<file path="src/sv/ole_pkg.sv">
// Package for the ordered list engine: sizes, operation codes and the
// command record passed from the front end to the execution back end.
// No dependencies.
`default_nettype none

package ole_pkg;

  localparam int DEPTH   = 16;
  localparam int CNT_W   = $clog2(DEPTH + 1);
  localparam int COUNT_W = 5;
  localparam int POS_W   = 5;
  localparam int VAL_W   = 32;
  localparam int CMP_W   = (CNT_W > POS_W) ? CNT_W : POS_W;

  typedef enum logic [1:0] {
    OP_APPEND = 2'd0,
    OP_INSERT = 2'd1,
    OP_REMOVE = 2'd2,
    OP_CLEAR  = 2'd3
  } op_t;

  typedef struct packed {
    op_t               op;
    logic              pos_ok;
    logic [VAL_W-1:0]  value;
    logic [POS_W-1:0]  pos;
  } cmd_t;

endpackage

`default_nettype wire

</file>
<file path="src/sv/ole_front.sv">
// Front end of the ordered list engine: takes input requests, decodes the
// operation and flags positions outside the store. Uses ole_pkg.
`default_nettype none

module ole_front
  import ole_pkg::*;
(
  input  wire logic               clk,
  input  wire logic               rst,
  input  wire logic               in_valid,
  output logic                    in_stall,
  input  wire logic [1:0]         mode,
  input  wire logic signed [31:0] data_value,
  input  wire logic [POS_W-1:0]   position,
  output logic                    push,
  output cmd_t                    push_cmd,
  input  wire logic               q_ready
);

  logic f_valid;
  cmd_t f_cmd;
  cmd_t dec_cmd;
  logic accept;

  assign in_stall = f_valid && !q_ready;
  assign accept   = in_valid && !in_stall;
  assign push     = f_valid && q_ready;
  assign push_cmd = f_cmd;

  always_comb begin
    dec_cmd.value  = data_value;
    dec_cmd.pos    = position;
    // a position at or beyond the store size can never be valid
    dec_cmd.pos_ok = CMP_W'(position) < CMP_W'(DEPTH);
    unique case (mode)
      OP_APPEND: dec_cmd.op = OP_APPEND;
      OP_INSERT: dec_cmd.op = OP_INSERT;
      OP_REMOVE: dec_cmd.op = OP_REMOVE;
      default:   dec_cmd.op = OP_CLEAR;
    endcase
  end

  always_ff @(posedge clk) begin
    if (rst) begin
      f_valid <= 1'b0;
    end else if (accept) begin
      f_valid <= 1'b1;
    end else if (push) begin
      f_valid <= 1'b0;
    end
  end

  always_ff @(posedge clk) begin
    if (accept) begin
      f_cmd <= dec_cmd;
    end
  end

endmodule

`default_nettype wire

</file>
<file path="src/sv/ole_queue.sv">
// Two-entry command queue between front end and back end of the ordered
// list engine. Uses ole_pkg for the command record.
`default_nettype none

module ole_queue
  import ole_pkg::*;
(
  input  wire logic clk,
  input  wire logic rst,
  input  wire logic push,
  input  wire cmd_t push_cmd,
  output logic      q_ready,
  input  wire logic pop,
  output logic      q_valid,
  output cmd_t      q_cmd
);

  cmd_t       slots [2];
  logic       wr_ptr;
  logic       rd_ptr;
  logic [1:0] fill;

  assign q_ready = fill != 2'd2;
  assign q_valid = fill != 2'd0;
  assign q_cmd   = slots[rd_ptr];

  always_ff @(posedge clk) begin
    if (rst) begin
      wr_ptr <= 1'b0;
      rd_ptr <= 1'b0;
      fill   <= 2'd0;
    end else begin
      if (push && q_ready) begin
        wr_ptr <= ~wr_ptr;
      end
      if (pop && q_valid) begin
        rd_ptr <= ~rd_ptr;
      end
      if ((push && q_ready) && !(pop && q_valid)) begin
        fill <= fill + 2'd1;
      end else if (!(push && q_ready) && (pop && q_valid)) begin
        fill <= fill - 2'd1;
      end
    end
  end

  always_ff @(posedge clk) begin
    if (push && q_ready) begin
      slots[wr_ptr] <= push_cmd;
    end
  end

endmodule

`default_nettype wire

</file>
<file path="src/sv/ole_back.sv">
// Back end of the ordered list engine: the chain of list cells, the match
// compare, the element count and the result register. Uses ole_pkg.
`default_nettype none

module ole_back
  import ole_pkg::*;
(
  input  wire logic         clk,
  input  wire logic         rst,
  input  wire logic         q_valid,
  input  wire cmd_t         q_cmd,
  output logic              pop,
  output logic              out_valid,
  input  wire logic         out_stall,
  output logic              ok,
  output logic [COUNT_W-1:0] count
);

  typedef enum logic {
    S_IDLE,
    S_APPLY
  } state_t;

  state_t           state;
  logic [VAL_W-1:0] cells [DEPTH];
  logic [DEPTH-1:0] match;
  cmd_t             cmd;
  logic [CNT_W-1:0] elem_cnt;

  logic [DEPTH-1:0] at_or_after;
  logic             any_match;
  logic             full;
  logic [CMP_W-1:0] tgt;
  logic             ins_ok;
  logic             go;
  logic             ok_next;
  logic [CNT_W-1:0] cnt_next;

  assign pop = (state == S_IDLE) && q_valid;
  assign go  = (state == S_APPLY) && (!out_valid || !out_stall);

  always_comb begin
    full = elem_cnt == CNT_W'(DEPTH);
    // append is an insert at the tail
    tgt = (cmd.op == OP_APPEND) ? CMP_W'(elem_cnt) : CMP_W'(cmd.pos);
    ins_ok = !full && ((cmd.op == OP_APPEND) ||
                       (cmd.pos_ok && (tgt <= CMP_W'(elem_cnt))));
    at_or_after[0] = match[0];
    for (int i = 1; i < DEPTH; i++) begin
      at_or_after[i] = at_or_after[i-1] | match[i];
    end
    any_match = at_or_after[DEPTH-1];

    case (cmd.op) inside
      OP_APPEND, OP_INSERT: begin
        ok_next  = ins_ok;
        cnt_next = ins_ok ? elem_cnt + CNT_W'(1) : elem_cnt;
      end
      OP_REMOVE: begin
        ok_next  = any_match;
        cnt_next = any_match ? elem_cnt - CNT_W'(1) : elem_cnt;
      end
      default: begin
        ok_next  = 1'b1;
        cnt_next = '0;
      end
    endcase
  end

  // state, element count and result register
  always_ff @(posedge clk) begin
    if (rst) begin
      state     <= S_IDLE;
      out_valid <= 1'b0;
      elem_cnt  <= '0;
    end else begin
      if (go) begin
        out_valid <= 1'b1;
      end else if (out_valid && !out_stall) begin
        out_valid <= 1'b0;
      end
      unique case (state)
        S_IDLE: begin
          if (q_valid) begin
            state <= S_APPLY;
          end
        end
        S_APPLY: begin
          if (go) begin
            state     <= S_IDLE;
            ok        <= ok_next;
            count     <= COUNT_W'(cnt_next);
            elem_cnt  <= cnt_next;
          end
        end
        default: state <= S_IDLE;
      endcase
    end
  end

  // cell chain: compare on load, shift on apply
  always_ff @(posedge clk) begin
    if (pop) begin
      cmd <= q_cmd;
      for (int i = 0; i < DEPTH; i++) begin
        match[i] <= (cells[i] == q_cmd.value) && (CMP_W'(i) < CMP_W'(elem_cnt));
      end
    end
    if (go) begin
      case (cmd.op) inside
        OP_APPEND, OP_INSERT: begin
          if (ins_ok) begin
            for (int i = 0; i < DEPTH; i++) begin
              if (CMP_W'(i) == tgt) begin
                cells[i] <= cmd.value;
              end
            end
            for (int i = 1; i < DEPTH; i++) begin
              if (CMP_W'(i) > tgt) begin
                cells[i] <= cells[i-1];
              end
            end
          end
        end
        OP_REMOVE: begin
          for (int i = 0; i < DEPTH - 1; i++) begin
            if (at_or_after[i]) begin
              cells[i] <= cells[i+1];
            end
          end
        end
        default: ;
      endcase
    end
  end

endmodule

`default_nettype wire

</file>
<file path="src/sv/ordered_list_engine_unit.sv">
// Ordered list engine: bounded ordered list of signed 32-bit words.
// Depends on ole_pkg, ole_front, ole_queue and ole_back.
// Usage:
//   Input channel (in_valid / in_stall) carries one request: mode selects
//   append (0), insert at position (1), remove first match of data_value
//   (2) or clear (3). A request is taken at a rising edge with in_valid
//   high and in_stall low.
//   Output channel (out_valid / out_stall) returns one result per request:
//   ok flags success, count is the element count after the operation
//   (low 5 bits). Full list, insert position beyond the count and remove
//   with no match give ok = 0 and leave the list unchanged.
//   A request passes from accept to result valid through the front end
//   register, the queue write, the compare and the apply. The back end
//   takes a new request only after it has applied the last one: it compares
//   all cells on load and shifts the cell chain on apply.
//   The front end keeps accepting into a two-entry queue while the back end
//   works or waits; a held result in the output register stalls the back
//   end, and the front end stalls once the queue is full.
//   Reset (rst, synchronous) empties the list, the queue and the output
//   register; cell contents are not cleared.
`default_nettype none

module ordered_list_engine_unit
  import ole_pkg::*;
(
  input  wire logic               clk,
  input  wire logic               rst,
  input  wire logic               in_valid,
  output logic                    in_stall,
  input  wire logic [1:0]         mode,
  input  wire logic signed [31:0] data_value,
  input  wire logic [POS_W-1:0]   position,
  output logic                    out_valid,
  input  wire logic               out_stall,
  output logic                    ok,
  output logic [COUNT_W-1:0]      count
);

  // front to queue
  logic push;
  cmd_t push_cmd;
  logic q_ready;

  // queue to back end
  logic q_valid;
  cmd_t q_cmd;
  logic pop;

  // decode and hold one request
  ole_front u_front (
    .clk        (clk),
    .rst        (rst),
    .in_valid   (in_valid),
    .in_stall   (in_stall),
    .mode       (mode),
    .data_value (data_value),
    .position   (position),
    .push       (push),
    .push_cmd   (push_cmd),
    .q_ready    (q_ready)
  );

  // decouple front and back
  ole_queue u_queue (
    .clk      (clk),
    .rst      (rst),
    .push     (push),
    .push_cmd (push_cmd),
    .q_ready  (q_ready),
    .pop      (pop),
    .q_valid  (q_valid),
    .q_cmd    (q_cmd)
  );

  // execute against the cell chain and register the result
  ole_back u_back (
    .clk       (clk),
    .rst       (rst),
    .q_valid   (q_valid),
    .q_cmd     (q_cmd),
    .pop       (pop),
    .out_valid (out_valid),
    .out_stall (out_stall),
    .ok        (ok),
    .count     (count)
  );

endmodule

`default_nettype wire

</file>
<file path="config.mk">
export PLATFORM = sky130hd
export DESIGN_NAME = ordered_list_engine_unit
export DESIGN_NICKNAME = d
export VERILOG_FILES = /design/src/sv/ole_pkg.sv /design/src/sv/ole_front.sv /design/src/sv/ole_queue.sv /design/src/sv/ole_back.sv /design/src/sv/ordered_list_engine_unit.sv
export SDC_FILE = /design/constraint.sdc
export NUM_CORES = 2
export LEC_CHECK = 0
export BUFFER_PORTS_ARGS = -buffer_cell sky130_fd_sc_hd__buf_4
export CORE_MARGIN = 1
export CORE_UTILIZATION = 61
export CTS_BUF_LIST = sky130_fd_sc_hd__clkbuf_16
export DETAILED_ROUTE_END_ITERATION = 10
export PLACE_DENSITY = 0.8
export SLEW_MARGIN = 20
export SYNTH_ARGS = -nofsm -noshare
export SYNTH_HDL_FRONTEND = slang
export SYNTH_SLANG_ARGS = --single-unit
</file>
<file path="constraint.sdc">
create_clock -name clk -period 13 [get_ports clk]
set_input_delay 1.95 -clock clk [delete_from_list [all_inputs] [get_ports clk]]
set_output_delay 1.95 -clock clk [all_outputs]
set_load 0.01 [all_outputs]
</file>
# Yosys cells after proc, flatten, opt, wreduce, memory -nomap -nowiden
# Memories as Yosys holds them, arrays and structs flattened. A register that Yosys moved wholly into a read port is not among the register bits.
# Cells that the tools add are included.
op_classes:
  mul: 0
  order_cmp: 33
  div: 0
  n_eq_ne: 37
  muxes: 281
  n_bitwise: 49
  n_reduce_logical: 47
  shifts: 0
  add_sub_neg: 4
ops:
  columns: ["operator", "count"]
  rows:
  - ["32-bit two-way mux", 30]
  - ["32-bit equality test", 16]
  - ["1-bit two-way mux", 242]
  - ["1-bit OR", 45]
  - ["4-bit by 5-bit equality test with 1-bit output, first input constant", 8]
  - ["4-bit by 5-bit greater-than comparator with 1-bit output, first input constant", 8]
  - ["4-bit by 5-bit less-than comparator with 1-bit output, first input constant", 8]
  - ["1-bit logical AND", 28]
  - ["5-bit two-way mux", 5]
  - ["3-bit by 5-bit equality test with 1-bit output, first input constant", 4]
  - ["3-bit by 5-bit greater-than comparator with 1-bit output, first input constant", 4]
  - ["3-bit by 5-bit less-than comparator with 1-bit output, first input constant", 4]
  - ["2-bit by 5-bit equality test with 1-bit output, first input constant", 2]
  - ["2-bit by 5-bit greater-than comparator with 1-bit output, first input constant", 2]
  - ["1-bit by 5-bit less-than comparator with 1-bit output, first input constant", 2]
  - ["2-bit by 5-bit less-than comparator with 1-bit output, first input constant", 2]
  - ["2-bit nonzero test", 4]
  - ["1-bit zero test", 7]
  - ["2-bit one-hot mux with 3 select lines", 1]
  - ["5-bit by 1-bit adder with 5-bit output, second input constant", 1]
  - ["1-bit by 5-bit equality test with 1-bit output, first input constant", 1]
  - ["5-bit equality test, second input constant", 1]
  - ["1-bit by 5-bit greater-than comparator with 1-bit output, first input constant", 1]
  - ["5-bit less-or-equal comparator", 1]
  - ["16 further kinds", 24]
totals:
  rom_bits: 0
  mem_bits_rw: 592
  memories: 2
  reg_bits: 114
  latch_bits: 0
  inputBits: 43
memory_table:
  columns: ["memory", "depth", "width", "read_ports", "rd_clocked_by_memory_dff", "wr", "line", "rtl"]
  rows:
  - ["u_back.cells", 16, 32, 16, 0, 16, "ole_back.sv:25", "logic [VAL_W-1:0] cells [DEPTH];"]
  - ["u_queue.slots", 2, 40, 1, 1, 1, "ole_queue.sv:18", "cmd_t slots [2];"]

# Depth between registers and ports, before layout
logic_depth:
  word_depth: 20
  mapped_depth: 16
  depth_no_buf: 10

# Modules after synthesis
# A second synthesis with hierarchy kept.
hier_totals:
  cells_unflattened: 3250
  hier_area_um2: 38738.4
modules_own_cells:
  columns: ["mod", "cells_each", "area_per_inst_um2", "n_inst"]
  rows:
  - ["ole_back", 3054, 34374.2, 1]
  - ["ole_queue", 148, 3095.5, 1]
  - ["ole_front", 48, 1268.7, 1]

# Least setup slack after synthesis
# Ideal clock, no wire load.
synth_timing:
  path_kind: "input -> register"
  from: "input out_stall"
  to: "memory u_back.cells[6][0], in the netlist u_back.cells[0][192] (enable)"
  t_arrival_ns: 4.996
  required_ns: 12.534
  stages: 5
  setup_ns: 0.466
  path_slack_ns: 7.538
  path_cell_list: "a21boi_2 nand2b_1 clkbuf_1 clkbuf_1 o21ai_0"
synth_lines:
  columns: ["item", "line", "rtl"]
  rows:
  - ["start: declaration", "ordered_list_engine_unit.sv:34", "input wire logic out_stall,"]
  - ["end: declaration", "ole_back.sv:25", null]

==> parameters.txt <==
Parameter                              Value

Outcome
  Run status ... complete, no violations

Timing
  Hold Violations, Final ... 0
  Final setup violation count ... 0
  Final critical-path setup slack ... 7.76 ns
  Setup repair after global routing missed its margin ... false
  Setup TNS ... 0 ns
  Worst hold margin ... 0.432 ns
  Worst-margin pin slew ... 1.40 ns
  Worst setup skew after layout ... 0.0616 ns
  Tightest slew margin relative to the limit ... 0.0688
  Peak Freq ... 191 MHz
  Post-route minimum period ... 5.24 ns
  Slew Viols, Final ... 0
  Part of the cycle the worst path needs ... 0.403

Clock tree
  Clock transition at the registers of the reported paths ... 0.08 ns
  Post-CTS Setup Bufs ... 0
  TritonCTS clock tree ... built
  Master cell of the clock root buffer ... sky130_fd_sc_hd__clkbuf_16
  Total clock buffers created by CTS ... 76
  Maximum root-to-sink buffer count ... 3
  Num Clock Sinks ... 707
  H-tree level count ... 3
  Post-CTS Resized ... 0
  Hold Buf Count CTS ... 0
  Clk_lat worst skew ... 0.69 ns

Floorplan
  Row count ... 92
  Die Span X ... 255 µm
  Core Box Area ... 0.0632 mm²
  Initial Util ... 0.618
  Die height ... 255 µm
  Area enclosed by the die boundary ... 0.0650 mm²
  I/O pin count ... 51

Global route
  First-pass GRT wire length ... 207,000 µm
  Initial antenna violation count ... 4
  Overflow left after global routing ... 0
  Global routing usage summed across all routing layers ... 0.455
  Vias in the first global route ... 29,500
  Maximum number of pins on one net before global-route repair ... 66

Routing
  Post-detailed-route wirelength per cell ... 33.8 µm
  Final routed DRC violation total ... 0
  Number of vias after detailed routing ... 30,600
  Via density ... 7.06
  Wire length after detailed routing ... 147,000 µm
  Count of nets left with antenna violations after detail routing ... 0
  TritonRoute pass-1 iters ... 9
  Number of DRC markers after the initial detailed-route iteration ... 4,896

Setup path
  Worst flop-to-flop path startpoint ... u_back.cmd[39]$_DFFE_PP_
  Category of the worst setup path capture point ... flip-flop
  Worst Setup Start Kind ... flip-flop
  Number of cell instances on the worst register-to-register path ... 11
  Worst setup slack for register-to-register paths ... 7.76 ns
  Crit Reg-Reg Endpoint ... u_back.cells[1][182]$_DFFE_PP_
  Arrival time at the worst endpoint ... 5.34 ns
  Largest fanout on the critical path ... 65
  Kind of critical path ... reg2reg
  Required time of the critical path ... 13.10 ns

Power
  Lkg Pwr ... 0.0150 µW
  Proportion of power drawn by combinational gates ... 0.346
  Internal power consumption ... 5620 µW
  Sw frac ... 0.410
  Power per cell area ... 221 mW/mm²
  Largest voltage drop on the vdd net ... 174 µV
  Clock network fraction of total power ... 0.228
  Sequential group share of total power ... 0.426
  Power dissipated by switching net loads ... 3910 µW

Synth
  Number of synthesized flops with an enable pin ... 694
  Share of synthesized registers carrying an async set or reset ... 0
  Post-synthesis net count ... 3,505
  Post-synthesis sequential area ratio ... 0.541
  Area of the mapped netlist ... 0.0390 mm²
  Gate Count Post-Synth ... 3,453
  Syn avg cell area ... 11.3 µm²
  Unique cell type count in the Yosys netlist ... 70
  Primary FF master, synth ... sky130_fd_sc_hd__edfxtp_1
  Number of synthesized register bits ... 707
  Yosys warns ... 0

Worst hold path
  End of the worst hold path ... u_queue.slots[0][31]$_DFFE_PP_
  Hold crit path type ... reg2reg
  WHS Path Cells ... 0
  Worst hold start ... u_front.push_cmd[31]$_DFFE_PP_

Finish
  Fraction of layout cells with a size suffix above 1 ... 0.110
  Antenna Diode Count ... 0
  Final non-filler cell area ... 0.0431 mm²
  Count of placed standard cells in the final layout, fillers left out ... 4,341
  Leading cell types in the layout, fill and taps excluded ... sky130_fd_sc_hd__edfxtp_1 (694), sky130_fd_sc_hd__nor2_1 (377), sky130_fd_sc_hd__nand2_1 (342)
  Most frequent standard cell in the layout excluding fill and tap cells ... sky130_fd_sc_hd__edfxtp_1
  Area growth from synthesis to layout ... 10.3%
  Net count, final ... 3,489

Placement
  Port Buffer Count ... 50
  Placed inst area ... 0.0404 mm²
  Final GP Congestion ... 1.04
  Detail Placement HPWL ... 93,800 µm
  Dpl cells ... 4,194
  Worst setup timing slack at the placement stage ... 7.60 ns

Flow run
  Max Cap Viol ... 0
[registers in the layout (all words and copies together) (netlist names), 2 cells and up, named ones only]
name	flops
u_front.push_cmd	40
u_back.elem_cnt	5
u_back.count	5
u_back.cmd	40
u_back.cells	512
u_queue.fill	2
u_queue.slots	80
u_back.match	16
[power by group through the flow]
stage	sequential, µW	combinational [µW]	clock, µW
after global placement	4020	2960	0
final	4060	3300	2180
after CTS	4000	3080	2160
after detailed placement	4040	3050	0
after floorplan	3590	2150	0
after global routing	4030	3440	2240
[kinds of logic (layout without fill, tap and decap cells)]
family | Yosys count | in the layout | synth area share
simple gates | 992 | 992 | 0.113
flops | 707 | 707 | 0.541
compound gates | 538 | 538 | 0.0821
xor+xnor | 514 | 514 | 0.115
mux | 396 | 396 | 0.114
buf+inv | 297 | 339 | 0.0319
fa+ha+maj | 9 | 9 | 0.00289
[cell usage after synthesis (4+ instances only)]
library cell,number,share of area
sky130_fd_sc_hd__a211oi_1,7,0.0013
sky130_fd_sc_hd__a21oi_1,239,0.031
sky130_fd_sc_hd__a31oi_1,132,0.021
sky130_fd_sc_hd__and2_1,4,0.00064
sky130_fd_sc_hd__buf_1,24,0.0023
sky130_fd_sc_hd__buf_2,51,0.0065
sky130_fd_sc_hd__buf_4,9,0.0017
sky130_fd_sc_hd__clkbuf_1,160,0.015
sky130_fd_sc_hd__dfxtp_1,13,0.0067
sky130_fd_sc_hd__edfxtp_1,694,0.53
sky130_fd_sc_hd__ha_1,9,0.0029
sky130_fd_sc_hd__inv_1,47,0.0045
sky130_fd_sc_hd__mux2_1,30,0.0087
sky130_fd_sc_hd__mux2_2,42,0.012
sky130_fd_sc_hd__mux2i_1,292,0.075
sky130_fd_sc_hd__mux2i_4,32,0.018
sky130_fd_sc_hd__nand2_1,344,0.033
sky130_fd_sc_hd__nand2b_1,8,0.0013
sky130_fd_sc_hd__nand3_1,13,0.0017
sky130_fd_sc_hd__nand4_1,95,0.015
sky130_fd_sc_hd__nor2_1,383,0.037
sky130_fd_sc_hd__nor3_1,14,0.0018
sky130_fd_sc_hd__nor4_1,67,0.011
sky130_fd_sc_hd__o21a_1,6,0.0012
sky130_fd_sc_hd__o21ai_0,14,0.0018
sky130_fd_sc_hd__o21ai_1,75,0.0096
sky130_fd_sc_hd__o221a_1,27,0.0078
sky130_fd_sc_hd__o221a_2,5,0.0014
sky130_fd_sc_hd__or3_1,37,0.0059
sky130_fd_sc_hd__or4_1,6,0.0012
sky130_fd_sc_hd__xnor2_1,203,0.046
sky130_fd_sc_hd__xor2_1,311,0.070
[layout make-up]
class,count,area [µm²]
sequential,707,21100
fill,4574,20100
multi-input combinational,2449,17000
clock buffer,76,1900
timing repair buffer,154,1310
tap,846,1060
clock inverter,60,549
inverter,49,184
[per-stage QoR]
| step | utilization | power (µW) |
|---|---|---|
| 5_1_grt | 0.681 | 9710 |
| 3_3_place_gp | 0.639 | 6980 |
| 2_1_floorplan | - | 5740 |
| 6_report | 0.681 | 9530 |
| 3_5_place_dp | 0.639 | 7090 |
| 4_1_cts | 0.678 | 9240 |
[worst max-delay path, stage by stage (launching register included)]
cell and delay (ns):
sky130_fd_sc_hd__edfxtp_1 0.70, sky130_fd_sc_hd__or2_1 0.45, sky130_fd_sc_hd__mux2i_1 0.37, sky130_fd_sc_hd__inv_1 0.16, sky130_fd_sc_hd__ha_1 0.32, sky130_fd_sc_hd__nand2_1 0.08
sky130_fd_sc_hd__a211o_1 0.32, sky130_fd_sc_hd__a21bo_1 0.46, sky130_fd_sc_hd__nand4b_1 0.23, sky130_fd_sc_hd__buf_4 0.54, sky130_fd_sc_hd__and2_1 0.28, sky130_fd_sc_hd__nand3_2 0.73
[worst max-delay path by stage]
| stage | from | end | slack, ns | cells after the start |
|---|---|---|---|---|
| 2_1_floorplan | out_stall | u_back.cells[0][192]$_DFFE_PP_ | 7.54 | 5 |
| 3_3_place_gp | out_stall | u_back.cells[0][86]$_DFFE_PP_ | 7.73 | 6 |
| 3_5_place_dp | out_stall | u_back.cells[0][90]$_DFFE_PP_ | 7.60 | 6 |
| 4_1_cts | u_back.cmd[39]$_DFFE_PP_ | u_back.cells[1][185]$_DFFE_PP_ | 7.81 | 11 |
| 5_1_grt | u_back.cmd[39]$_DFFE_PP_ | u_back.cells[1][184]$_DFFE_PP_ | 7.46 | 11 |
| 6_report | u_back.cmd[39]$_DFFE_PP_ | u_back.cells[1][182]$_DFFE_PP_ | 7.76 | 11 |
[layer usage]
metal	part of all wire	up-vias	track usage
met3	0.15	793	0.191
met5	0.0012	-	0.0195
li1	-	12500	-
met2	0.41	2755	0.643
met1	0.34	14600	0.556
met4	0.093	8	0.338
Note: power is estimated with default switching activity, not from simulation.
